`config.mk`:
```
export PLATFORM = sky130hd
export DESIGN_NAME = coin_pulse_qualifier_batcher_unit
export DESIGN_NICKNAME = d
export VERILOG_FILES = /design/src/hdl/cpqb_pkg.sv /design/src/hdl/cpqb_core.sv /design/src/hdl/coin_pulse_qualifier_batcher_unit.sv
export SDC_FILE = /design/constraint.sdc
export NUM_CORES = 1
export LEC_CHECK = 0
export ABC_AREA = 1
export BUFFER_PORTS_ARGS = -buffer_cell sky130_fd_sc_hd__buf_4
export CAP_MARGIN = 20
export CORE_ASPECT_RATIO = 0.9
export CORE_UTILIZATION = 25
export DETAILED_ROUTE_END_ITERATION = 8
export SKIP_LAST_GASP = 1
export SYNTH_ARGS = -nofsm -noshare
export SYNTH_HDL_FRONTEND = slang
export SYNTH_SLANG_ARGS = --single-unit
```
`constraint.sdc`:
```
create_clock -name clk -period 5.16 [get_ports clk]
set_clock_uncertainty 0.05 [all_clocks]
set_input_delay 0.516 -clock clk [delete_from_list [all_inputs] [get_ports clk]]
set_output_delay 0.516 -clock clk [all_outputs]
set_load 0.005 [all_outputs]
```
`src/hdl/cpqb_pkg.sv`:
```
// Shared types, codes and reset values for the coin pulse qualifier batcher.
`timescale 1ns / 1ps

package cpqb_pkg;

  localparam int unsigned TimeW   = 32;
  localparam int unsigned CfgW    = 16;
  localparam int unsigned CountW  = 8;
  localparam int unsigned CmdW    = 2;
  localparam int unsigned CfgIdxW = 3;

  localparam logic [CountW-1:0] CountMax = '1;

  typedef enum logic [CmdW-1:0] {
    CMD_EDGE = 2'd0,
    CMD_POLL = 2'd1,
    CMD_ARM  = 2'd2,
    CMD_NONE = 2'd3
  } cmd_t;

  typedef enum logic [CfgIdxW-1:0] {
    REG_PULSE_MIN = 3'd0,
    REG_PULSE_MAX = 3'd1,
    REG_DEBOUNCE  = 3'd2,
    REG_ARM_GUARD = 3'd3,
    REG_WAIT      = 3'd4
  } reg_idx_t;

  localparam logic [CfgW-1:0] PulseMinRst = 16'd20;
  localparam logic [CfgW-1:0] PulseMaxRst = 16'd150;
  localparam logic [CfgW-1:0] DebounceRst = 16'd30;
  localparam logic [CfgW-1:0] ArmGuardRst = 16'd100;
  localparam logic [CfgW-1:0] WaitRst     = 16'd500;

  typedef struct packed {
    logic [CfgW-1:0] pulse_min_ms;
    logic [CfgW-1:0] pulse_max_ms;
    logic [CfgW-1:0] debounce_ms;
    logic [CfgW-1:0] arm_guard_ms;
    logic [CfgW-1:0] wait_ms;
  } cfg_t;

  typedef struct packed {
    cmd_t             cmd;
    logic [TimeW-1:0] now_ms;
    logic             pin_low;
    logic             slot_active;
  } item_t;

  typedef struct packed {
    logic              batch_valid;
    logic [CountW-1:0] coin_total;
    logic              collecting;
  } result_t;

endpackage

```
`src/hdl/cpqb_core.sv`:
```
// Pulse qualification and batch state: one item evaluated per cycle while fire is high.
`timescale 1ns / 1ps

module cpqb_core import cpqb_pkg::*; (
  input  logic    clk,
  input  logic    rst_n,
  input  cfg_t    cfg,
  input  item_t   item,
  input  logic    fire,
  output result_t res
);

  logic [TimeW-1:0]  pulse_start_r, pulse_start_nxt;
  logic              pulse_open_r, pulse_open_nxt;
  logic [TimeW-1:0]  last_counted_r, last_counted_nxt;
  logic [CountW-1:0] pulse_count_r, pulse_count_nxt;
  logic [TimeW-1:0]  armed_time_r, armed_time_nxt;
  logic              batch_open_r, batch_open_nxt;

  logic [TimeW-1:0] since_arm, since_last, width;
  logic             guarded, width_ok, spaced, quiet;

  assign since_arm  = item.now_ms - armed_time_r;
  assign since_last = item.now_ms - last_counted_r;
  assign width      = item.now_ms - pulse_start_r;
  assign guarded    = since_arm < {{(TimeW-CfgW){1'b0}}, cfg.arm_guard_ms};
  assign width_ok   = (width >= {{(TimeW-CfgW){1'b0}}, cfg.pulse_min_ms}) &&
                      (width <= {{(TimeW-CfgW){1'b0}}, cfg.pulse_max_ms});
  assign spaced     = since_last >= {{(TimeW-CfgW){1'b0}}, cfg.debounce_ms};
  assign quiet      = since_last >= {{(TimeW-CfgW){1'b0}}, cfg.wait_ms};

  always_comb begin
    pulse_start_nxt  = pulse_start_r;
    pulse_open_nxt   = pulse_open_r;
    last_counted_nxt = last_counted_r;
    pulse_count_nxt  = pulse_count_r;
    armed_time_nxt   = armed_time_r;
    batch_open_nxt   = batch_open_r;
    res.batch_valid  = 1'b0;
    res.coin_total   = '0;
    case (item.cmd)
      CMD_EDGE: begin
        if (item.slot_active && !guarded) begin
          if (item.pin_low) begin
            // restart the candidate pulse on every falling edge outside the guard with the slot active
            pulse_start_nxt = item.now_ms;
            pulse_open_nxt  = 1'b1;
          end else if (pulse_open_r) begin
            pulse_open_nxt = 1'b0;
            if (width_ok && spaced) begin
              if (pulse_count_r != CountMax) begin
                pulse_count_nxt = pulse_count_r + 1'b1;
              end
              last_counted_nxt = item.now_ms;
            end
          end
        end
      end
      CMD_POLL: begin
        if (pulse_count_r != '0) begin
          batch_open_nxt = 1'b1;
          if (quiet) begin
            res.batch_valid = 1'b1;
            res.coin_total  = pulse_count_r;
            pulse_count_nxt = '0;
            batch_open_nxt  = 1'b0;
          end
        end
      end
      CMD_ARM: begin
        armed_time_nxt = item.now_ms;
      end
      default: begin
      end
    endcase
    res.collecting = batch_open_nxt;
  end

  always_ff @(posedge clk) begin
    if (!rst_n) begin
      pulse_start_r  <= '0;
      pulse_open_r   <= 1'b0;
      last_counted_r <= '0;
      pulse_count_r  <= '0;
      armed_time_r   <= '0;
      batch_open_r   <= 1'b0;
    end else if (fire) begin
      pulse_start_r  <= pulse_start_nxt;
      pulse_open_r   <= pulse_open_nxt;
      last_counted_r <= last_counted_nxt;
      pulse_count_r  <= pulse_count_nxt;
      armed_time_r   <= armed_time_nxt;
      batch_open_r   <= batch_open_nxt;
    end
  end

endmodule

```
`src/hdl/coin_pulse_qualifier_batcher_unit.sv`:
```
// Top level of the coin pulse qualifier batcher: ports, word registers, config.
`timescale 1ns / 1ps

// Usage
//   Input stream (in_*): one word per coin acceptor event. in_tuser carries the
//   command (pin edge, poll, relay armed), in_tdata the timestamp and levels.
//   Output stream (out_*): exactly one result word for every input word, in
//   order. out_tuser flags a finished batch, out_tdata holds its total and the
//   collecting flag.
//   Config port (cfg_*): five 16-bit registers, written one per cycle while
//   cfg_we is high; write only while the block is idle.
// Timing
//   A word is captured in the input register, evaluated against the pulse and
//   batch state, and lands in the output register. One word per cycle is
//   sustained while out_tready stays high; the single compare stage between
//   the two registers sets that rate.
// Reset and stall
//   rst_n (synchronous, active low) empties both word registers, clears the
//   pulse and batch state and loads the register defaults. When the receiver
//   stalls, the result holds in the output register, the next word waits in
//   the input register, and in_tready drops only once both are full.
module coin_pulse_qualifier_batcher_unit import cpqb_pkg::*; (
  input  logic               clk,
  input  logic               rst_n,
  // input stream
  input  logic               in_tvalid,
  output logic               in_tready,
  input  logic [39:0]        in_tdata,   // [31:0] now_ms, [32] pin_low, [33] slot_active
  input  logic [CmdW-1:0]    in_tuser,   // [1:0] cmd
  // result stream
  output logic               out_tvalid,
  input  logic               out_tready,
  output logic [15:0]        out_tdata,  // [7:0] coin_total, [8] collecting
  output logic               out_tuser,  // [0] batch_valid
  // register writes
  input  logic               cfg_we,
  input  logic [CfgIdxW-1:0] cfg_index,
  input  logic [CfgW-1:0]    cfg_data
);

  cfg_t    cfg_r;
  item_t   item_r;
  logic    in_valid_r;
  result_t res, res_r;
  logic    out_valid_r;
  logic    advance, fire;

  // advance the output register whenever it is empty or being drained
  assign advance   = !out_valid_r || out_tready;
  assign fire      = in_valid_r && advance;
  assign in_tready = !in_valid_r || advance;

  // hold the config; drop writes to unused indexes
  always_ff @(posedge clk) begin
    if (!rst_n) begin
      cfg_r.pulse_min_ms <= PulseMinRst;
      cfg_r.pulse_max_ms <= PulseMaxRst;
      cfg_r.debounce_ms  <= DebounceRst;
      cfg_r.arm_guard_ms <= ArmGuardRst;
      cfg_r.wait_ms      <= WaitRst;
    end else if (cfg_we) begin
      case (cfg_index)
        REG_PULSE_MIN: cfg_r.pulse_min_ms <= cfg_data;
        REG_PULSE_MAX: cfg_r.pulse_max_ms <= cfg_data;
        REG_DEBOUNCE:  cfg_r.debounce_ms  <= cfg_data;
        REG_ARM_GUARD: cfg_r.arm_guard_ms <= cfg_data;
        REG_WAIT:      cfg_r.wait_ms      <= cfg_data;
        default: begin
        end
      endcase
    end
  end

  // input word register
  always_ff @(posedge clk) begin
    if (!rst_n) begin
      in_valid_r <= 1'b0;
    end else if (in_tready) begin
      in_valid_r <= in_tvalid;
    end
  end

  always_ff @(posedge clk) begin
    if (in_tready && in_tvalid) begin
      item_r.cmd         <= cmd_t'(in_tuser);
      item_r.now_ms      <= in_tdata[31:0];
      item_r.pin_low     <= in_tdata[32];
      item_r.slot_active <= in_tdata[33];
    end
  end

  cpqb_core u_core (
    .clk   (clk),
    .rst_n (rst_n),
    .cfg   (cfg_r),
    .item  (item_r),
    .fire  (fire),
    .res   (res)
  );

  // output word register
  always_ff @(posedge clk) begin
    if (!rst_n) begin
      out_valid_r <= 1'b0;
    end else if (advance) begin
      out_valid_r <= in_valid_r;
    end
  end

  always_ff @(posedge clk) begin
    if (fire) begin
      res_r <= res;
    end
  end

  assign out_tvalid = out_valid_r;
  assign out_tuser  = res_r.batch_valid;
  assign out_tdata  = {7'd0, res_r.collecting, res_r.coin_total};

endmodule

```
Word-level counts from Yosys, hierarchy flattened. Cells that the tools add are included.

Bits in read-only memories: 0. Output and inout bits: 19. Register bits after elaboration: 234. Memories kept: 0. Memory bits (writable): 0. Bits in latches: 0.

Div/mod/pow operators: 0. Add/sub/neg operators: 4. Magnitude comparators: 5. Shift-type cells: 0. Reductions and logical operators: 26. Mux-type cells: 13. Equal/unequal tests: 14. Multiply operators: 0. Bitwise gates (word level): 1.

Operators with widths (number): 32-bit by 16-bit greater-or-equal comparator with 1-bit output (3); 32-bit subtractor (3); 8-bit 2-to-1 mux (7); 32-bit by 16-bit less-or-equal comparator with 1-bit output (1); 32-bit by 16-bit less-than comparator with 1-bit output (1); 8-bit case mux with 2 select lines (1); 2-bit AND reduction (7); 2-bit by 1-bit inequality test with 1-bit output (second input constant) (6); 9-bit 2-to-1 mux (1); 9-bit AND reduction (1); 8-bit by 1-bit adder with 8-bit output (second input constant) (1); 8-bit inequality test (second input constant) (1); 8-bit nonzero test (1); 3-bit by 2-bit == test with 1-bit output (second input constant) (2); 3-bit AND reduction (2); 6-bit AND reduction (1); 1-bit logical AND (5); 1-bit 2-to-1 mux (4); 4-bit AND reduction (1); 3-bit by 1-bit == test with 1-bit output (second input constant) (1); 3-bit == test (second input constant) (1); 1-bit logical NOT (3); 3-bit logical NOT (1); 2-bit by 1-bit == test with 1-bit output (second input constant) (1); 6 further kinds (7).

Logic depth before layout (Yosys ltp).
Depth in word-level cells: 9. Gate-level depth with buffers: 28.

Modules after synthesis. Synthesis repeated with hierarchy kept, for this count alone.

Cell total of the unflattened synthesis: 3057. Area, all modules: 18672.9 um^2.

Modules (own cells, without submodules): cpqb_core (cells each 2544, instances 1, seq. area each 2122.0 um^2, area an instance 13957.1 um^2); coin_pulse_qualifier_batcher_unit (cells each 513, instances 1, seq. area each 3022.9 um^2, area an instance 4715.8 um^2).

Worst setup path after synthesis. OpenSTA, ideal clock, no wires.

Path kind: register -> register. From: register item_r[3] (netlist bit). To: register u_core.last_counted_r[17]. Data required time: 4990 ps. Path slack: 1529 ps. Arrival: 3461 ps. Setup time: 120 ps. Stages on the path, launching flop included: 25. Cell sequence: edfxtp_1 > inv_1 > fa_1 > inv_1 > nand3_1 > nand2_2 > nand2_1 > nand2_1 > nand2_1 > nand2_1 > xor2_1 > ha_1 > nand4_1 > a21oi_1 > nor2_1 > nand2_1 > nand2_1 > nand3_1 > nor2_1 > nand3_1 > nor2_1 > nand2_1 > nor3_4 > buf_4 > a21oi_1.

Longest elaborated chain between the ends: 5. Elaborated cells on any way between the ends: 12.

RTL lines: from (decl) (line coin_pulse_qualifier_batcher_unit.sv:42) `item_t item_r;`; 32-bit subtractor (on tied branches) (line cpqb_core.sv:25, cpqb_core.sv:23); 32-bit by 16-bit greater-or-equal comparator with 1-bit output (tied with other cells) (line cpqb_core.sv:27) `assign width_ok = (width >= {{(TimeW-CfgW){1'b0}}, cfg.pulse_min_ms}) &&`; 1-bit logical AND / 1-bit logical NOT (equally long branches) (line cpqb_core.sv:27, cpqb_core.sv:43); 1-bit logical AND (on tied branches) (line cpqb_core.sv:50, cpqb_core.sv:43); 6-bit AND reduction (no line) *; to (signal assigned) (line cpqb_core.sv:90) `last_counted_r <= last_counted_nxt;`; to (decl) (line cpqb_core.sv:15) `logic [TimeW-1:0] last_counted_r, last_counted_nxt;`.

Every way passes the cells marked *; elsewhere a longest branch is shown, timed or not. A chain may end at the register's enable or synchronous reset.

Worst setup path after layout.
From: register item_r[2] (netlist bit). To: register u_core.pulse_start_r[5].

Longest elaborated chain between the ends: 5.

RTL lines: 32-bit subtractor (line cpqb_core.sv:23) `assign since_arm = item.now_ms - armed_time_r;`; 32-bit by 16-bit less-than comparator with 1-bit output (line cpqb_core.sv:26) `assign guarded = since_arm < {{(TimeW-CfgW){1'b0}}, cfg.arm_guard_ms};`; 1-bit logical NOT (line cpqb_core.sv:43) `if (item.slot_active && !guarded) begin`; 1-bit logical AND (line cpqb_core.sv:43); 4-bit AND reduction (no line); to (signal assigned) (line cpqb_core.sv:88) `pulse_start_r <= pulse_start_nxt;`; to (decl) (line cpqb_core.sv:13) `logic [TimeW-1:0] pulse_start_r, pulse_start_nxt;`.

Every way passes these cells.

==> metrics.yaml <==
status: "complete, no violations"
clkTransAtPathRegs_ns: 0.06
synth_top_area_cell: "dfxtp_1"
vias_per_cell: 4.36
dp_hpwl_um: 41100
drive_gt1_share_pct: 5.97
htree_num_levels: 1
port_buffers: 71
grt_start_max_net_pins: 118
grt_use_total_pct: 13.8
hp-class: "in2reg"
drtPass1Iterations: 5
overflow: 0
start_util_pct: 25.4
area_growth_pct: 13.6
cts_root_buf: "clkbuf_16"
drt_drc_violations_left: 0
period_needed_ns: 4.66
route.met3.wl_um: 1730
yosys_warnings: 0
drv_cap: 0
synthesis.area_mm2: 0.0178
finalSetupTns_ns: 0
endpoint_kind: "flop"
vias: 16666
grt_antenna_before_repair: 0
synth_cell_types: 42
power.total_mw: 4.98
tritoncts: "yes"
cts_hold_buf: 0
grt_pass1_vias: 15661
clock_sinks: 234
io_pins: 85
ir_worst_vdd_mv: 0.247
die_h_um: 255
cts_buffer_depth: 3
dp_worst_setup_slack_ns: 0.534
grt_first_pass_wirelength_um: 80000
synthTopCellsByArea: "dfxtp_1 (21%), nand2_1 (18%), inv_1 (13%)"
cp.required_ns: 5.55
avgSynthCellArea_um2: 6.35
rsz0062_at_grt: "no"
maxSlewViolCount: 0
die_area_mm2: 0.0724
synth_seq_cells: 234
finalSetupViolations: 0
synth_top_area_share_pct: 21.1
nFillCells: 7969
arrival_ns: 5.05
startpoint_type: "flop"
layout_common_cells: "nand2_1 (831), inv_1 (605), a21oi_1 (225)"
synth_edf_count: 46
post-cts-setup-buffer-count: 0
drtAntennaViolNets: 0
ys.flop_type: "dfxtp_1"
wl_um: 50300
dr.max_layer_used: "met4"
core_mm2: 0.0702
fin_nets: 3107
timing.final.ws_setup_ns: 0.501
antenna_cells: 0
max_freq_mhz: 215
cts_buffers: 26
fin_util_pct: 28.8
worstSkewPairLatency_ns: 0.58
tightest_slew_ns: 1.00
fin_crit_sh_pct: 90.3
wl_per_cell_um: 13.2
synth-seq-area-share_pct: 28.9
synthArstFlopShare_pct: 0
die_width_um: 283
critPathKind: "reg2reg"
post_cts_resized: 0
worstPathMaxFanout: 65
syn_inst: 2808
place_congestion: 0.920
slew_headroom_pct: 33.3
fp-row-count: 92
dp_cells: 3776
wl_met1_um: 24300
hold_viol_final: 0
drtIter0Drc: 888
fin_cells: 3823
wl_met2_um: 22600
cellPowerDensity_mw_per_mm2: 246
final_common_cell: "nand2_1"
p_leak_nw: 10.2
## synth_stat cells, types with 16 or more instances
cell type  instances
edfxtp_1          46
and2_1            18
dfxtp_1          188
nor3_1            23
inv_1            605
nor2_1           189
o21ai_1           29
o21ai_0          148
o211ai_1          16
clkbuf_1          38
a21oi_1          225
nand3_1          104
ha_1             174
nand4_1           20
xor2_1            46
a21oi_2           26
nand2_1          831
## critical path, stage by stage, from the launching register on
cell	delay (ns)
edfxtp_1	0.36
inv_1	0.22
ha_1	0.20
inv_1	0.10
fa_1	0.46
nand3_1	0.10
nand3_1	0.18
nand2_1	0.11
nand2_1	0.09
nand2_1	0.07
nand2_1	0.14
xor2_1	0.18
ha_1	0.27
nand2_1	0.08
nor2_1	0.05
a211oi_1	0.18
nand3_1	0.11
nor2_1	0.21
nand3_1	0.10
nor2_1	0.12
nand3_1	0.24
nand4_1	0.23
nor2_4	0.03
buf_4	0.28
o21ai_0	0.25
a21oi_1	0.06
## logic make-up after synthesis
family                     synth area share, %
other                                   0.0210
and+or+nand+nor                           27.7
xor gates and xnor gates                  2.41
AOI/OAI and AO/OA                         14.0
adders and majority gates                 12.6
DFF                                       28.9
buffers and inverters                     14.5
## metal layers
layer | GRT usage (%) | vias up
met3 | 1.28 | 87
met2 | 23.4 | 282
met1 | 18.1 | 7447
li1 | - | 8850
met4 | 5.30 | 0
met5 | 0 | -
## metrics by stage
stage / hold WS (ns) / area [um2]
after detailed placement: 0.404 / 19400
after CTS: 0.0425 / 20300
final: 0.0684 / 20300
after floorplan: 0.385 / 17800
after global placement: 0.400 / 19400
after global routing: 0.0518 / 20300
## state kept, by name (all words and copies together), names as in the netlist, 8 cells and up
register,flops
u_core.armed_time_r,32
u_core.pulse_count_r,8
u_core.pulse_start_r,32
out_tdata,9
cfg_r,80
u_core.last_counted_r,32
item_r,36
## layout make-up
| class | instances | area [um2] | share of cell area [%] |
|---|---|---|---|
| Clock buffer | 37 | 783 | 3.87 |
| Sequential cell | 234 | 5140 | 25.4 |
| Multi-Input combinational cell | 1910 | 10100 | 50.0 |
| Inverter | 613 | 2300 | 11.4 |
| Timing Repair Buffer | 79 | 606 | 2.99 |
| Clock inverter | 10 | 111 | 0.550 |
| Tap cell | 940 | 1180 | 5.81 |
## report_power, final
| group | switching, mW | internal [mW] | total (mW) |
|---|---|---|---|
| clock | 0.807 | 1.11 | 1.92 |
| combinational | 0.699 | 0.390 | 1.09 |
| sequential | 0.0488 | 1.92 | 1.97 |
## worst paths after layout
path	endpoint	depth (start not counted)	startpoint	slack, ns
setup / recovery	u_core.pulse_start_r[5]$_SDFFE_PN0P_	25	item_r[2]$_DFFE_PP_	0.50
hold reg to reg	cfg_r[65]$_SDFFE_PN0P_	2	cfg_r[65]$_SDFFE_PN0P_	0.41
hold / removal	item_r[6]$_DFFE_PP_	1	in_tdata[4]	0.07
setup reg to reg	u_core.pulse_start_r[5]$_SDFFE_PN0P_	25	item_r[2]$_DFFE_PP_	0.50
Power figures use the tool's default switching activity.
